==> config.mk <==
export PLATFORM = sky130hd
export DESIGN_NAME = spa_heater_safety_controller
export DESIGN_NICKNAME = d
export VERILOG_FILES = /design/src/hw/rtl/shc_pkg.sv /design/src/hw/rtl/spa_heater_safety_controller.sv /design/src/hw/rtl/shc_step.sv
export SDC_FILE = /design/constraint.sdc
export NUM_CORES = 1
export LEC_CHECK = 0
export BUFFER_PORTS_ARGS = -buffer_cell sky130_fd_sc_hd__buf_4
export CAP_MARGIN = 20
export CORE_MARGIN = 2
export CORE_UTILIZATION = 25
export DETAILED_ROUTE_END_ITERATION = 12
export GPL_TIMING_DRIVEN = 0
export PLACE_DENSITY_LB_ADDON = 0.1
export SKIP_LAST_GASP = 1
export SLEW_MARGIN = 20
export SYNTH_ARGS = -nofsm -noshare
export SYNTH_HDL_FRONTEND = slang
export SYNTH_SLANG_ARGS = --single-unit
export TNS_END_PERCENT = 1
==> constraint.sdc <==
create_clock -name i_clk -period 9.1 [get_ports i_clk]
set_input_delay 2.73 -clock i_clk [delete_from_list [all_inputs] [get_ports i_clk]]
set_output_delay 2.73 -clock i_clk [all_outputs]
set_load 0.05 [all_outputs]
==> src/hw/rtl/shc_pkg.sv <==
// Shared types, codes and helpers for the spa heater safety controller.
// No dependencies; used by shc_step and spa_heater_safety_controller.
`default_nettype none

package shc_pkg;

    // Default phase lengths in seconds
    localparam int unsigned PurgeSecondsDef    = 10;
    localparam int unsigned CooldownSecondsDef = 30;

    // Temperature limits, tenths of a degree F
    localparam logic signed [12:0] OvertempLimit = 13'sd1045;
    localparam logic signed [12:0] FreezeLimit   = 13'sd440;
    localparam logic signed [12:0] SleepDrop     = 13'sd200;
    localparam logic signed [12:0] Hysteresis    = 13'sd5;
    localparam logic [10:0]        SetpointMin   = 11'd800;
    localparam logic [10:0]        SetpointMax   = 11'd1040;
    localparam logic [10:0]        SetpointRst   = 11'd1000;
    localparam logic [7:0]         TimeoutRst    = 8'd15;

    // Input op codes
    localparam logic [2:0] OP_TICK   = 3'd0;
    localparam logic [2:0] OP_JET1   = 3'd1;
    localparam logic [2:0] OP_JET2   = 3'd2;
    localparam logic [2:0] OP_BLOWER = 3'd3;
    localparam logic [2:0] OP_LIGHT  = 3'd4;

    // Heat modes
    localparam logic [1:0] HM_STANDARD = 2'd0;
    localparam logic [1:0] HM_ECONOMY  = 2'd1;
    localparam logic [1:0] HM_SLEEP    = 2'd2;

    // Register indexes
    localparam logic [1:0] REG_SETPOINT = 2'd0;
    localparam logic [1:0] REG_HEAT_SEL = 2'd1;
    localparam logic [1:0] REG_JET_TMO  = 2'd2;
    localparam logic [1:0] REG_BLOW_TMO = 2'd3;

    // Reported mode codes
    localparam logic [2:0] MC_STANDBY  = 3'd0;
    localparam logic [2:0] MC_FILTER   = 3'd1;
    localparam logic [2:0] MC_PURGE    = 3'd2;
    localparam logic [2:0] MC_HEAT     = 3'd3;
    localparam logic [2:0] MC_COOL     = 3'd4;
    localparam logic [2:0] MC_FLOWERR  = 3'd5;
    localparam logic [2:0] MC_FREEZE   = 3'd6;
    localparam logic [2:0] MC_OVERTEMP = 3'd7;

    typedef enum logic [7:0] {
        M_STANDBY  = 8'b0000_0001,
        M_FILTER   = 8'b0000_0010,
        M_PURGE    = 8'b0000_0100,
        M_HEAT     = 8'b0000_1000,
        M_COOL     = 8'b0001_0000,
        M_FLOWERR  = 8'b0010_0000,
        M_FREEZE   = 8'b0100_0000,
        M_OVERTEMP = 8'b1000_0000
    } t_mode;

    typedef struct packed {
        t_mode       mode;
        logic        heater;
        logic        pump;
        logic        ozone;
        logic        jet1;
        logic        jet2;
        logic        blower;
        logic        light;
        logic [13:0] jet1_left;
        logic [13:0] jet2_left;
        logic [13:0] blower_left;
        logic [3:0]  purge_left;
        logic [4:0]  cool_left;
    } t_state;

    typedef struct packed {
        logic [10:0] setpoint;
        logic [1:0]  heat_sel;
        logic [7:0]  jet_min;
        logic [7:0]  blower_min;
    } t_cfg;

    function automatic logic [2:0] mode_code(input t_mode m);
        logic [2:0] c;
        unique case (m)
            M_STANDBY:  c = MC_STANDBY;
            M_FILTER:   c = MC_FILTER;
            M_PURGE:    c = MC_PURGE;
            M_HEAT:     c = MC_HEAT;
            M_COOL:     c = MC_COOL;
            M_FLOWERR:  c = MC_FLOWERR;
            M_FREEZE:   c = MC_FREEZE;
            M_OVERTEMP: c = MC_OVERTEMP;
            default:    c = MC_STANDBY;
        endcase
        return c;
    endfunction

    // minutes * 60 as (m << 6) - (m << 2)
    function automatic logic [13:0] min_to_sec(input logic [7:0] m);
        logic [13:0] w;
        w = {6'd0, m};
        return (w << 6) - (w << 2);
    endfunction

endpackage

`default_nettype wire

==> src/hw/rtl/spa_heater_safety_controller.sv <==
// Top level: config registers, controller state and result handshake.
// Depends on shc_pkg and shc_step.
`default_nettype none

// Channel   Direction  Handshake                      Payload
// in        request    i_in_valid / o_in_ready        op, temp, flow, high limit, filter
// out       result     o_out_valid / i_out_ready      mode, relays, timers, phase
// config    write/read psel penable pwrite pready     paddr[3:2] index, pwdata/prdata
//
// One request per cycle unless the result stalls: the step logic runs between the state
// registers and the result is the registered state, valid in the cycle after acceptance.
// The state registers double as the result register; a new request is taken
// whenever the result is empty or being taken in the same cycle.
// A stalled result holds, and so does the input side.
// Reset (i_rst_n low, synchronous) gives standby, all relays off, timers zero,
// and config defaults (setpoint 100.0 F, standard mode, 15 minute timeouts).

module spa_heater_safety_controller #(
    parameter int unsigned PURGE_SECONDS    = shc_pkg::PurgeSecondsDef,
    parameter int unsigned COOLDOWN_SECONDS = shc_pkg::CooldownSecondsDef
) (
    input  wire logic               i_clk,
    input  wire logic               i_rst_n,
    // config port
    input  wire logic               psel,
    input  wire logic               penable,
    input  wire logic               pwrite,
    input  wire logic [3:0]         paddr,
    input  wire logic [31:0]        pwdata,
    output logic [31:0]             prdata,
    output logic                    pready,
    // request channel
    input  wire logic               i_in_valid,
    output logic                    o_in_ready,
    input  wire logic [2:0]         i_op,
    input  wire logic signed [12:0] i_temp_tenths_f,
    input  wire logic               i_flow_ok,
    input  wire logic               i_high_limit_trip,
    input  wire logic               i_filter_window,
    // result channel
    output logic                    o_out_valid,
    input  wire logic               i_out_ready,
    output logic [2:0]              o_mode_code,
    output logic                    o_heater_on,
    output logic                    o_pump_on,
    output logic                    o_ozone_on,
    output logic                    o_jet1_on,
    output logic                    o_jet2_on,
    output logic                    o_blower_on,
    output logic                    o_light_on,
    output logic [13:0]             o_jet1_seconds,
    output logic [13:0]             o_jet2_seconds,
    output logic [13:0]             o_blower_seconds,
    output logic [4:0]              o_phase_seconds
);

    shc_pkg::t_cfg   r_cfg;
    shc_pkg::t_state r_state;
    shc_pkg::t_state n_state;
    logic            r_out_valid;
    logic            cfg_wr;
    logic            in_acc;
    logic [10:0]     sp_clamped;

    // ---------------- config registers ----------------
    assign pready = 1'b1;
    assign cfg_wr = psel && penable && pwrite && pready;

    always_comb begin
        priority if (pwdata[10:0] < shc_pkg::SetpointMin) sp_clamped = shc_pkg::SetpointMin;
        else if (pwdata[10:0] > shc_pkg::SetpointMax)     sp_clamped = shc_pkg::SetpointMax;
        else                                              sp_clamped = pwdata[10:0];
    end

    always_ff @(posedge i_clk) begin
        if (!i_rst_n) begin
            r_cfg.setpoint   <= shc_pkg::SetpointRst;
            r_cfg.heat_sel   <= shc_pkg::HM_STANDARD;
            r_cfg.jet_min    <= shc_pkg::TimeoutRst;
            r_cfg.blower_min <= shc_pkg::TimeoutRst;
        end else if (cfg_wr) begin
            unique case (paddr[3:2])
                shc_pkg::REG_SETPOINT: r_cfg.setpoint   <= sp_clamped;
                shc_pkg::REG_HEAT_SEL: r_cfg.heat_sel   <= pwdata[1:0];
                shc_pkg::REG_JET_TMO:  r_cfg.jet_min    <= pwdata[7:0];
                shc_pkg::REG_BLOW_TMO: r_cfg.blower_min <= pwdata[7:0];
                default: ;
            endcase
        end
    end

    always_comb begin
        unique case (paddr[3:2])
            shc_pkg::REG_SETPOINT: prdata = {21'd0, r_cfg.setpoint};
            shc_pkg::REG_HEAT_SEL: prdata = {30'd0, r_cfg.heat_sel};
            shc_pkg::REG_JET_TMO:  prdata = {24'd0, r_cfg.jet_min};
            shc_pkg::REG_BLOW_TMO: prdata = {24'd0, r_cfg.blower_min};
            default:               prdata = 32'd0;
        endcase
    end

    // ---------------- step logic ----------------
    shc_step #(
        .PURGE_SECONDS    (PURGE_SECONDS),
        .COOLDOWN_SECONDS (COOLDOWN_SECONDS)
    ) u_step (
        .i_cur  (r_state),
        .i_cfg  (r_cfg),
        .i_op   (i_op),
        .i_temp (i_temp_tenths_f),
        .i_flow (i_flow_ok),
        .i_trip (i_high_limit_trip),
        .i_filt (i_filter_window),
        .o_nxt  (n_state)
    );

    // Result slot empty or draining this cycle -> take the next request
    assign o_in_ready = !r_out_valid || i_out_ready;
    assign in_acc     = i_in_valid && o_in_ready;

    always_ff @(posedge i_clk) begin
        if (!i_rst_n) begin
            r_state     <= '{mode: shc_pkg::M_STANDBY, default: '0};
            r_out_valid <= 1'b0;
        end else begin
            if (in_acc) begin
                r_state     <= n_state;
                r_out_valid <= 1'b1;
            end else if (i_out_ready) begin
                r_out_valid <= 1'b0;
            end
        end
    end

    // ---------------- result fields ----------------
    assign o_out_valid      = r_out_valid;
    assign o_mode_code      = shc_pkg::mode_code(r_state.mode);
    assign o_heater_on      = r_state.heater;
    assign o_pump_on        = r_state.pump;
    assign o_ozone_on       = r_state.ozone;
    assign o_jet1_on        = r_state.jet1;
    assign o_jet2_on        = r_state.jet2;
    assign o_blower_on      = r_state.blower;
    assign o_light_on       = r_state.light;
    assign o_jet1_seconds   = r_state.jet1_left;
    assign o_jet2_seconds   = r_state.jet2_left;
    assign o_blower_seconds = r_state.blower_left;

    // phase shows purge count in purge, cooldown count in cooldown, else zero
    always_comb begin
        unique case (r_state.mode)
            shc_pkg::M_PURGE: o_phase_seconds = {1'b0, r_state.purge_left};
            shc_pkg::M_COOL:  o_phase_seconds = r_state.cool_left;
            default:          o_phase_seconds = 5'd0;
        endcase
    end

    // ---------------- assertions ----------------
    a_heater_needs_pump: assert property (@(posedge i_clk) disable iff (!i_rst_n)
        o_heater_on |-> o_pump_on)
        else $error("heater on without pump");

    a_overtemp_heater_off: assert property (@(posedge i_clk) disable iff (!i_rst_n)
        (o_mode_code == shc_pkg::MC_OVERTEMP) |-> !o_heater_on)
        else $error("heater on in overtemp");

    a_jet1_off_timer_clear: assert property (@(posedge i_clk) disable iff (!i_rst_n)
        !o_jet1_on |-> (o_jet1_seconds == 14'd0))
        else $error("jet1 timer running while off");

    a_stall_blocks_input: assert property (@(posedge i_clk) disable iff (!i_rst_n)
        (o_out_valid && !i_out_ready) |-> !o_in_ready)
        else $error("request taken over a stalled result");

    a_result_follows_accept: assert property (@(posedge i_clk) disable iff (!i_rst_n)
        (i_in_valid && o_in_ready) |=> o_out_valid)
        else $error("accepted request produced no result");

endmodule

`default_nettype wire

==> src/hw/rtl/shc_step.sv <==
// Next-state logic for one request: tick or accessory toggle.
// Depends on shc_pkg (state, config types, codes).
`default_nettype none

module shc_step #(
    parameter int unsigned PURGE_SECONDS    = shc_pkg::PurgeSecondsDef,
    parameter int unsigned COOLDOWN_SECONDS = shc_pkg::CooldownSecondsDef
) (
    input  wire shc_pkg::t_state    i_cur,
    input  wire shc_pkg::t_cfg      i_cfg,
    input  wire logic [2:0]         i_op,
    input  wire logic signed [12:0] i_temp,
    input  wire logic               i_flow,
    input  wire logic               i_trip,
    input  wire logic               i_filt,
    output shc_pkg::t_state         o_nxt
);

    logic signed [12:0] thr;
    logic               demand;
    logic [13:0]        jet_sec;
    logic [13:0]        blow_sec;

    always_comb begin
        thr = $signed({2'b00, i_cfg.setpoint})
            - ((i_cfg.heat_sel == shc_pkg::HM_SLEEP) ? shc_pkg::SleepDrop : 13'sd0)
            - shc_pkg::Hysteresis;
        demand = (i_temp < thr) && !((i_cfg.heat_sel == shc_pkg::HM_ECONOMY) && !i_filt);
        jet_sec  = shc_pkg::min_to_sec(i_cfg.jet_min);
        blow_sec = shc_pkg::min_to_sec(i_cfg.blower_min);
    end

    always_comb begin
        o_nxt = i_cur;
        unique case (i_op)
            shc_pkg::OP_TICK: begin
                if (i_temp >= shc_pkg::OvertempLimit || i_trip) begin
                    o_nxt.heater = 1'b0;
                    o_nxt.mode   = shc_pkg::M_OVERTEMP;
                end else if (i_temp <= shc_pkg::FreezeLimit) begin
                    o_nxt.mode   = shc_pkg::M_FREEZE;
                    o_nxt.pump   = 1'b1;
                    o_nxt.heater = i_flow;
                end else begin
                    // auto-off timers
                    if (i_cur.jet1) begin
                        if (i_cur.jet1_left != '0) o_nxt.jet1_left = i_cur.jet1_left - 14'd1;
                        else                       o_nxt.jet1 = 1'b0;
                    end
                    if (i_cur.jet2) begin
                        if (i_cur.jet2_left != '0) o_nxt.jet2_left = i_cur.jet2_left - 14'd1;
                        else                       o_nxt.jet2 = 1'b0;
                    end
                    if (i_cur.blower) begin
                        if (i_cur.blower_left != '0) o_nxt.blower_left = i_cur.blower_left - 14'd1;
                        else                         o_nxt.blower = 1'b0;
                    end
                    o_nxt.ozone = i_filt;

                    unique case (i_cur.mode)
                        shc_pkg::M_STANDBY, shc_pkg::M_FREEZE: begin
                            if (demand) begin
                                o_nxt.mode       = shc_pkg::M_PURGE;
                                o_nxt.purge_left = 4'(PURGE_SECONDS);
                                o_nxt.pump       = 1'b1;
                            end else if (i_filt) begin
                                o_nxt.mode = shc_pkg::M_FILTER;
                                o_nxt.pump = 1'b1;
                            end else begin
                                o_nxt.pump   = 1'b0;
                                o_nxt.heater = 1'b0;
                            end
                        end
                        shc_pkg::M_PURGE: begin
                            o_nxt.pump = 1'b1;
                            if (!i_flow) begin
                                o_nxt.mode   = shc_pkg::M_FLOWERR;
                                o_nxt.heater = 1'b0;
                            end else if (i_cur.purge_left != '0) begin
                                o_nxt.purge_left = i_cur.purge_left - 4'd1;
                            end else begin
                                o_nxt.mode   = shc_pkg::M_HEAT;
                                o_nxt.heater = 1'b1;
                            end
                        end
                        shc_pkg::M_HEAT: begin
                            if (!i_flow) begin
                                o_nxt.mode   = shc_pkg::M_FLOWERR;
                                o_nxt.heater = 1'b0;
                            end else if (!demand) begin
                                o_nxt.mode      = shc_pkg::M_COOL;
                                o_nxt.cool_left = 5'(COOLDOWN_SECONDS);
                                o_nxt.heater    = 1'b0;
                            end else begin
                                o_nxt.pump   = 1'b1;
                                o_nxt.heater = 1'b1;
                            end
                        end
                        shc_pkg::M_COOL: begin
                            o_nxt.heater = 1'b0;
                            o_nxt.pump   = 1'b1;
                            if (i_cur.cool_left != '0) o_nxt.cool_left = i_cur.cool_left - 5'd1;
                            else                       o_nxt.mode = shc_pkg::M_STANDBY;
                        end
                        shc_pkg::M_FILTER: begin
                            o_nxt.pump = 1'b1;
                            if (demand) begin
                                o_nxt.mode       = shc_pkg::M_PURGE;
                                o_nxt.purge_left = 4'(PURGE_SECONDS);
                            end else if (!i_filt) begin
                                o_nxt.mode = shc_pkg::M_STANDBY;
                            end
                        end
                        shc_pkg::M_FLOWERR: begin
                            o_nxt.heater = 1'b0;
                            if (i_flow) o_nxt.mode = shc_pkg::M_STANDBY;
                        end
                        default: begin
                            // overtemp latch: state machine holds
                        end
                    endcase
                end
            end
            shc_pkg::OP_JET1: begin
                o_nxt.jet1      = !i_cur.jet1;
                o_nxt.jet1_left = i_cur.jet1 ? 14'd0 : jet_sec;
            end
            shc_pkg::OP_JET2: begin
                o_nxt.jet2      = !i_cur.jet2;
                o_nxt.jet2_left = i_cur.jet2 ? 14'd0 : jet_sec;
            end
            shc_pkg::OP_BLOWER: begin
                o_nxt.blower      = !i_cur.blower;
                o_nxt.blower_left = i_cur.blower ? 14'd0 : blow_sec;
            end
            shc_pkg::OP_LIGHT: begin
                o_nxt.light = !i_cur.light;
            end
            default: begin
                // unused op: report state unchanged
            end
        endcase
    end

endmodule

`default_nettype wire
# --- Yosys cells after proc, flatten, opt, wreduce, memory -nomap -nowiden ---
# Index checks and enable logic that the tools add are counted.
word_totals:
  register_bits: 96
  latchBits: 0
  ramBits: 0
  romBits: 0
  in_bits: 62
  out_inout_bits: 92
  elab_cells: 189
  memories: 0
op_classes:
  add_sub_neg: 9
  mul: 0
  div: 0
  order_cmp: 5
  n_eq_ne: 41
  shift: 0
  muxes: 63
  bitwise: 2
  reduce_logical: 51
op_table:
  columns: ["operator", "n"]
  rows:
  - ["32-bit one-hot mux with 4 select lines", 1]
  - ["14-bit 2-to-1 mux", 9]
  - ["51-bit 2-to-1 mux", 2]
  - ["14-bit one-hot mux with 2 select lines", 3]
  - ["8-bit 2-to-1 mux", 8]
  - ["8-bit one-hot mux with 6 select lines", 1]
  - ["14-bit nonzero test", 3]
  - ["14-bit by 1-bit subtractor with 14-bit output, second input constant", 3]
  - ["9-bit 2-to-1 mux", 4]
  - ["6-bit AND reduction", 5]
  - ["14-bit by 10-bit subtractor with 14-bit output", 2]
  - ["11-bit 2-to-1 mux", 2]
  - ["3-bit one-hot mux with 7 select lines", 1]
  - ["5-bit one-hot mux with 2 select lines", 2]
  - ["2-bit inequality test, second input constant", 8]
  - ["4-bit AND reduction", 4]
  - ["8-bit AND reduction", 2]
  - ["1-bit 2-to-1 mux", 15]
  - ["5-bit 2-to-1 mux", 3]
  - ["13-bit by 12-bit greater-or-equal comparator with 1-bit output, second input constant", 1]
  - ["13-bit by 10-bit <= comparator with 1-bit output, second input constant", 1]
  - ["13-bit less-than comparator", 1]
  - ["12-bit by 13-bit subtractor with 13-bit output", 1]
  - ["13-bit by 4-bit subtractor with 13-bit output, second input constant", 1]
  - ["other kinds (47)", 88]

# --- Longest topological paths before layout ---
depth:
  depth_word: 12
  mapped_depth: 20
  ltp_nobuf: 20

# --- Hierarchy ---
# From an unflattened synthesis, not the netlist that was laid out.
hier_totals:
  cells_unflattened: 1197
  area_unflattened_um2: 8456.9
by_module_without_submodules:
  columns: ["module", "instances", "cells_each", "area_per_inst_um2", "seq_area_each_um2"]
  rows:
  - ["spa_heater_safety_controller", 1, 531, 4332.9, 1921.8]
  - ["shc_step", 1, 666, 4124.0, 0.0]

# --- Worst setup path before layout ---
# No wires, ideal clock.
synth_path:
  path_kind: "input port to output port"
  from: "in paddr[3]"
  to: "out prdata[2]"
  t_arrival_ps: 4317
  required_time_ps: 6370
  path_slack_ps: 2053
  path_stages: 3
  n_path_buf: 1
  cell_sequence: "buf_1 > mux2i_1 > o21ai_0"
synth_between:
  elab_chain_len: 2
  word_cells_on_any_way: 5
  cone_classes: "eq/ne (3); mux (1); reduce/logical (1)"
synth_lines:
  columns: ["element", "line", "rtl"]
  rows:
  - ["start, declared", "spa_heater_safety_controller.sv:28", "input wire logic [3:0] paddr,"]
  - ["2-bit == test (tied with other cells)", "spa_heater_safety_controller.sv:93", "unique case (paddr[3:2])"]
  - ["32-bit one-hot mux with 4 select lines *", "spa_heater_safety_controller.sv:93", null]
  - ["end, declared", "spa_heater_safety_controller.sv:30", "output logic [31:0] prdata,"]
# Every way passes the cells marked *; elsewhere a longest branch is shown, timed or not. The select of a mux whose other input is x is not followed.

# --- Worst setup path after layout ---
layout_path:
  from: "in paddr[3]"
  to: "out prdata[5]"
# Same word-level chain as after synthesis.

==> results summary <==
The detailed router placed 7304 vias in this run. The synthesized design contains 0 enable-type register cells. The final number of hold-violating endpoints came out at 0. The number of I/O pins is 154. The shortest period the worst path allows came out at 6810 ps. The peak clock frequency supported by timing is 147 MHz. Summed over all failing endpoints, the final setup total negative slack is 0 ps.

A synthesized cell averages 7.56 sq um. The number of iterations in the first detailed-routing pass is 7. The post-route DRC violation count is 0. The die covers 30300 sq um. The worst hold path class is flop to flop. The power density relative to cell area came out at 117 nW/um^2. For this design the static power due to leakage is 3.51 nW. The post-cts resize count is 0. Setup repair after global routing left no endpoint under its margin.

The initial cell density of the core is 0.253. The cell sitting at the root of the clock tree is a clkbuf_16. The initial antenna violation count came out at 0. The critical setup path kind is input port to primary output. The global-route wire length before repair came out at 40200 um.

The count of nets left with antenna violations once routing finished came out at 0. Clock latency on the worst-skew pair, taken at its later pin, is 370 ps. The run finished with clean final reports. The fraction of the yosys area taken by sequential cells came out at 0.266. The transition time at the pin with the least slew margin came out at 916 ps. The number of CTS-inserted buffers is 9. The iteration-0 DRC count of the detailed router came out at 448. The total of warnings raised by yosys came out at 0. The clock sink total is 96.

The maximum clock insertion buffer count came out at 2. During placement, the flow inserted port buffers numbering 107. The maximum fanout along the worst path came out at 10. The share of the clock period used by the worst path is 0.749. The total inserted antenna cells is 0.

The share of cells above drive strength 1 is 0.207. The final count of pins violating max slew came out at 0. The number of distinct standard cells referenced by the synthesized netlist is 78.

STA classifies the critical path endpoint as a primary output. The final count of negative-setup-slack endpoints came out at 0. The number of fill cells is 3209.

The total standard cell area after synthesis came out at 7230 sq um. The fraction of synthesis flops using an asynchronous set or reset pin came out at 0. The fraction of synthesized cell area taken by the top area cell type is 0.266.

The clock slew at the register clock pins of the worst setup and hold paths came out at 90 ps. Among all flip-flop cells after synthesis, the most frequent one is dfxtp_1. Compared with the post-synthesis result, the final layout area differs by 23.0%. The required arrival time at the worst endpoint came out at 6370 ps. The count of max-cap constraint violations came out at 0. The level count of the clock H-tree is 3. The startpoint type of the worst setup path is an input port. STA puts the critical path data arrival time at 4080 ps. The die is 174 um tall. After detailed routing, the number of vias per cell comes to 4.93. The pin count of the biggest net entering global routing is 20. The placed standard-cell area came out at 8590 sq um. The post-synthesis cell count is 956. Summed over all nets, the half-perimeter wirelength after detailed placement is 20400 um.

The floorplan row count is 62. The number of nets in the layout is 1190. Synthesis inferred 96 register bits. After clock tree synthesis, the setup repair step added 0 buffers. The horizontal extent of the die is 174 um. Between clock sinks in the finished design, the worst skew comes to 14.4 ps. The mean routed wirelength per cell came out at 17.5 um.

The global-route congestion overflow total is 0. The global placement routability congestion is 0.829. The via count of the first global-routing pass is 7030. After synthesis, the cell types taking the most area are dfxtp_1 27%, buf_4 6.6%, ha_1 5.7%. The number of hold buffers added after CTS is 0. The area of the core region came out at 28500 sq um. The cell area after layout came out at 8890 sq um. The maximum VDD drop came out at 0.0000964 V.

dfxtp_1 takes more of the synthesized area than any other cell. The worst slew margin relative to its limit is 0.389. The total detailed-routing wirelength came out at 26000 um. The total routing usage reported by global routing is 0.170. TritonCTS built the clock tree.
[sequential cells by signal, indices dropped and copies added (netlist names)]
register,flops
o_jet1_on,1
o_ozone_on,1
o_heater_on,1
o_out_valid,1
o_blower_seconds,14
o_jet1_seconds,14
o_pump_on,1
o_light_on,1
r_cfg,29
o_blower_on,1
o_jet2_seconds,14
r_state,17
o_jet2_on,1
[worst paths after layout]
kind                                        startpoint                        to  slack, ps  cells past startpoint
worst max-delay path                          paddr[3]                 prdata[5]       2290                      5
worst min-delay path             r_cfg[6]$_SDFFE_PN0P_     r_cfg[6]$_SDFFE_PN0P_        460                      2
worst max register to register  r_cfg[17]$_SDFFE_PN0P_  o_heater_on$_SDFFE_PN0P_       3950                     19
worst min register to register   r_cfg[6]$_SDFFE_PN0P_     r_cfg[6]$_SDFFE_PN0P_        460                      2
[Yosys cell counts (7+ instances only)]
master	count
nor3_1	35
o21a_1	10
ha_1	33
xor2_1	14
o211ai_1	14
a31oi_1	7
a211oi_1	10
mux2i_1	19
o21ai_0	43
inv_1	36
buf_4	64
dfxtp_1	96
nand2b_1	10
o21ai_1	7
and2_1	8
nand2_1	108
a22oi_1	7
a21oi_1	75
buf_2	8
nor4_1	12
clkbuf_1	30
o32ai_1	8
or3_1	14
a31o_2	11
nand3_1	23
o31ai_1	10
nor2_1	90
o22ai_1	19
xnor2_1	22
[logic make-up (layout without fill, tap and decap cells)]
| kind of cell | after synthesis | count (layout) | synth area share |
|---|---|---|---|
| adder cells (fa/ha/maj) | 34 | 34 | 0.0599 |
| other | 2 | 22 | 0.00104 |
| AND/OR/NAND/NOR | 353 | 353 | 0.241 |
| multiplexers | 22 | 22 | 0.0341 |
| flip-flops | 96 | 96 | 0.266 |
| XOR/XNOR | 36 | 36 | 0.0436 |
| buffers and inverters | 145 | 268 | 0.110 |
| AO/OA/AOI/OAI | 268 | 268 | 0.244 |
[cell usage in the layout, fill, tap and decap left out, types with 9 or more instances in the layout]
cell type  synthesis  routed
a211oi_1          10      10
a21oi_1           75      75
a31o_2            11      11
buf_4             64     171
clkbuf_1          30      30
clkbuf_16          0       9
conb_1             2      22
dfxtp_1           96      96
ha_1              33      33
inv_1             36      36
mux2i_1           19      19
nand2_1          108     108
nand2b_1          10      10
nand3_1           23      23
nor2_1            90      90
nor3_1            35      35
nor4_1            12      11
o211ai_1          14      14
o21a_1            10      10
o21ai_0           43      43
o22ai_1           19      19
o31ai_1           10      10
or3_1             14      14
xnor2_1           22      22
xor2_1            14      14
[where the power goes]
part | switching [mW] | internal, mW
registers | 0.00828 | 0.425
clock network | 0.205 | 0.195
logic | 0.141 | 0.0703
total | 0.354 | 0.690
[worst max-delay path, cell delays in order]
cell and delay [ps]:
buf_4 130, buf_1 530, mux2i_1 310, o22ai_1 150, buf_4 240
[metrics by stage]
step | worst slack (ps) | cells | hold slack (ps) | power [mW] | utilization
after floorplan | 2050 | 976 | 436 | 0.583 | -
after global placement | 2270 | 1467 | 446 | 0.655 | 0.301
after detailed placement | 2310 | 1467 | 454 | 0.654 | 0.301
after CTS | 2300 | 1483 | 467 | 1.06 | 0.311
after global routing | 2180 | 1483 | 490 | 1.09 | 0.311
final | 2290 | 1483 | 465 | 1.04 | 0.311
[layout make-up]
cell class	instances	area, sq um	area share
clock buffers	9	225	0.0253
well taps	384	480	0.0541
repair buffers	107	803	0.0904
multi-input cells	735	4590	0.517
inverters	37	139	0.0156
flip-flops and latches	96	1920	0.216
plain buffers	108	656	0.0738
clock inverters	7	68.8	0.00774
[metal layers]
layer / routed length [um] / track usage / share of wire / vias up
met5: 0 / 0 / 0 / -
met4: 385 / 0.0385 / 0.015 / 0
met3: 1010 / 0.0271 / 0.039 / 22
met2: 12000 / 0.283 / 0.46 / 170
met1: 12600 / 0.230 / 0.48 / 3449
li1: - / - / - / 3663
No activity file was read; power rests on OpenSTA's default activity.
